==> src/spct_pkg.sv <==
// spct_pkg: shared types and constants for the symmetric pair cache table
// operation codes, sequencer states, compare result struct, fill word
// no dependencies
package spct_pkg;

  localparam int WORD_W                = 32;
  localparam int DEFAULT_TABLE_ENTRIES = 64;

  localparam logic [1:0] FUNC_GET   = 2'd0;
  localparam logic [1:0] FUNC_SET   = 2'd1;
  localparam logic [1:0] FUNC_CLEAR = 2'd2;

  localparam logic [WORD_W-1:0] FILL_WORD = {WORD_W{1'b1}};

  typedef enum logic [1:0] {
    ST_IDLE,
    ST_SCAN,
    ST_RESP
  } state_t;

  // outcome of comparing one stored pair against the requested pair
  typedef struct packed {
    logic hit;
    logic swapped;
  } match_t;

endpackage

==> src/spct_pair_cmp.sv <==
// spct_pair_cmp: shared pair compare unit of the symmetric pair cache table
// checks one stored key against the requested pair in both orders
// depends on spct_pkg
module spct_pair_cmp (
  input  logic [2*spct_pkg::WORD_W-1:0] key,
  input  logic [spct_pkg::WORD_W-1:0]   id_a,
  input  logic [spct_pkg::WORD_W-1:0]   id_b,
  output spct_pkg::match_t              match
);

  logic direct;
  logic reverse;

  assign direct  = (key[spct_pkg::WORD_W-1:0] == id_a) &&
                   (key[2*spct_pkg::WORD_W-1:spct_pkg::WORD_W] == id_b);
  assign reverse = (key[spct_pkg::WORD_W-1:0] == id_b) &&
                   (key[2*spct_pkg::WORD_W-1:spct_pkg::WORD_W] == id_a);

  // the stored order wins, so a pair of equal ids is never swapped
  assign match.hit     = direct || reverse;
  assign match.swapped = !direct && reverse;

endmodule

==> config.mk <==
export PLATFORM = sky130hd
export DESIGN_NAME = spct_pair_cmp
export DESIGN_NICKNAME = d
export VERILOG_FILES = /design/src/spct_pkg.sv /design/src/spct_pair_cmp.sv
export SDC_FILE = /design/constraint.sdc
export NUM_CORES = 1
export LEC_CHECK = 0
export BUFFER_PORTS_ARGS = -buffer_cell sky130_fd_sc_hd__buf_2
export CAP_MARGIN = 20
export CORE_ASPECT_RATIO = 0.8
export CORE_MARGIN = 2
export CORE_UTILIZATION = 25
export DETAILED_ROUTE_END_ITERATION = 12
export GPL_ROUTABILITY_DRIVEN = 0
export SLEW_MARGIN = 20
export SYNTH_ARGS = -nofsm -noshare
export SYNTH_HDL_FRONTEND = slang
export SYNTH_SLANG_ARGS = --single-unit
export TNS_END_PERCENT = 20
==> constraint.sdc <==
create_clock -name vclk -period 1.9
set_input_delay 0.19 -clock vclk [all_inputs]
set_output_delay 0.19 -clock vclk [all_outputs]
set_load 0.1 [all_outputs]
==> key figures <==
Global route
  – Vias in the first global route: 1762
  – Congestion Overflow GR: 0
  – Initial antenna violation count: 0
  – First-pass GRT wire length: 8260 µm
  – Largest net degree at the start of global routing: 3
  – GRT Util Overall: 17.4%

Final layout
  – Share of cells above drive strength 1: 44.4%
  – Final nets: 432
  – CLK BUF: 0
  – # diodes: 0
  – Area growth from synthesis to layout: 56.7%
  – Final Util: 40.4%
  – FFs & Latches: 0
  – Register Area: 0 µm²
  – Fillcell total: 608

Timing
  – Fin crit share: 91.6%
  – Slew Viols, Final: 0
  – Slew @ Worst Pin: 0.315 ns
  – Worst relative slew slack: 78.8%
  – Hold slack final: 1.00 ns
  – Final hold violation count: 0
  – Setup TNS: 0 ns
  – RSZ-0062 raised after global routing: false
  – Final setup fails: 0
  – Min Tclk post-route: 1.74 ns
  – Fmax: 0.574 GHz

Logic synthesis
  – Synth cell types: 6
  – Syn avg cell area: 8.14 µm²
  – Post-Syn Instances: 172
  – Post-Syn Nets: 300
  – Syn. warnings: 0
  – Register area share after synthesis: 0%
  – Post-synthesis cell area: 1400 µm²

Pwr
  – VDD IR max: 106 µV
  – Share of total power in combinational logic: 100.0%
  – Register share of total power: 0%
  – Switching Fraction: 46.7%
  – P_sw: 250 µW
  – Clock Power Share: 0%
  – Pwr/cell area: 244 nW/µm²
  – Pleak: 0.820 nW
  – Int Pwr: 285 µW

Die
  – Num rows: 24
  – Die footprint: 6220 µm²
  – Ports: 130
  – Die Wd: 87.7 µm
  – Die H: 70.9 µm
  – Core area: 5440 µm²
  – Starting density of the core: 25.8%

Worst setup path
  – Crit path max-delay cell type: nor4_2
  – Crit path buf inv count: 2
  – CP max FO: 2
  – Crit-path max cell delay: 0.31 ns
  – Startpoint Class: primary input
  – CP Cell Sequence: buf_2, xnor2_1, nand4_1, nor4_2, nand4_1, nor2b_2, buf_12
  – Worst endpoint required time: 1.71 ns
  – Cell mode on critical path: nand4_1
  – WS Path Type: primary input to output pin
  – CP delay by family, top: simple AND/OR/NAND/NOR gates
  – Worst Path Arrival: 1.55 ns
  – Crit. End Element: output pin

Routing
  – Per-cell routed wire length: 14.7 µm
  – Routed WL: 5590 µm
  – Starting DRT DRC Count: 35
  – DR pass1 iterations: 4
  – Post-route ant nets: 0
  – DR DRC count: 0
  – Vias: 1668
  – Vias/cell: 4.39

CTS
  – Hold bufs inserted after CTS: 0
  – Post-CTS setup buffers: 0
  – Post-CTS sizing: 0

Placement
  – Buffers on Ports: 130
  – Final HPWL from detailed placement: 5320 µm

Worst hold path
  – Worst hold path class: primary input to output pin

Status
  – Outcome: finished, final reports clean

Run
  – Max_cap viols: 0
==> layout by cell type, fill, tap and decap left out <==
cell and instances:
nand4_1 34, nor4_2 2, xnor2_1 127, buf_12 2, nand2_1 1, buf_2 128, nor4_1 6, xnor2_2 1
nor2b_2 1
==> final cells by class <==
| class | instances | area [µm²] | share of cell area [%] |
|---|---|---|---|
| Tap cell | 78 | 97.6 | 4.45 |
| Timing Repair Buffer | 130 | 681 | 31.0 |
| Multi-Input combinational cell | 172 | 1420 | 64.5 |
==> through the flow <==
| stage | power [mW] | instances | setup slack [ns] | area [µm²] |
|---|---|---|---|---|
| floorplan | 0.259 | 172 | 0.0511 | 1400 |
| global placement | 0.537 | 380 | 0.118 | 2180 |
| detailed placement | 0.535 | 380 | 0.113 | 2180 |
| CTS | 0.540 | 380 | 0.105 | 2180 |
| global route | 0.586 | 380 | 0.0159 | 2190 |
| finish | 0.536 | 380 | 0.159 | 2190 |
==> final timing paths <==
check | start | end | slack [ns] | depth (start not counted)
hold / removal | key[58] | match[0] | 1.00 | 7
setup / recovery | key[17] | match[0] | 0.16 | 7
==> power groups by stage <==
stage / clock (mW) / combinational (mW) / sequential (mW)
2_1_floorplan: 0 / 0.259 / 0
3_3_place_gp: 0 / 0.537 / 0
3_5_place_dp: 0 / 0.535 / 0
4_1_cts: 0 / 0.540 / 0
5_1_grt: 0 / 0.586 / 0
6_report: 0 / 0.536 / 0
==> per-layer routing <==
layer  wire [µm]  track usage (%)  vias to the layer above  share of wire, %
met2        2470             28.5                       80                44
met3         504             2.22                        6               9.0
met5           0                0                        -                 0
met4          72             2.05                        0               1.3
li1            -                -                      861                 -
met1        2540             25.0                      721                45
==> cells in the mapped netlist <==
| library cell | instances | area, µm² |
|---|---|---|
| xnor2_1 | 128 | 1120 |
| nor2b_1 | 1 | 6.26 |
| nand4_1 | 34 | 213 |
| nor4_1 | 7 | 43.8 |
| nand2_1 | 1 | 3.75 |
| nor4_2 | 1 | 12.5 |
==> cell families after synthesis <==
kind of cell / synth area share, %
simple gates: 19.9
xor+xnor: 80.1
Power figures use the tool's default switching activity.
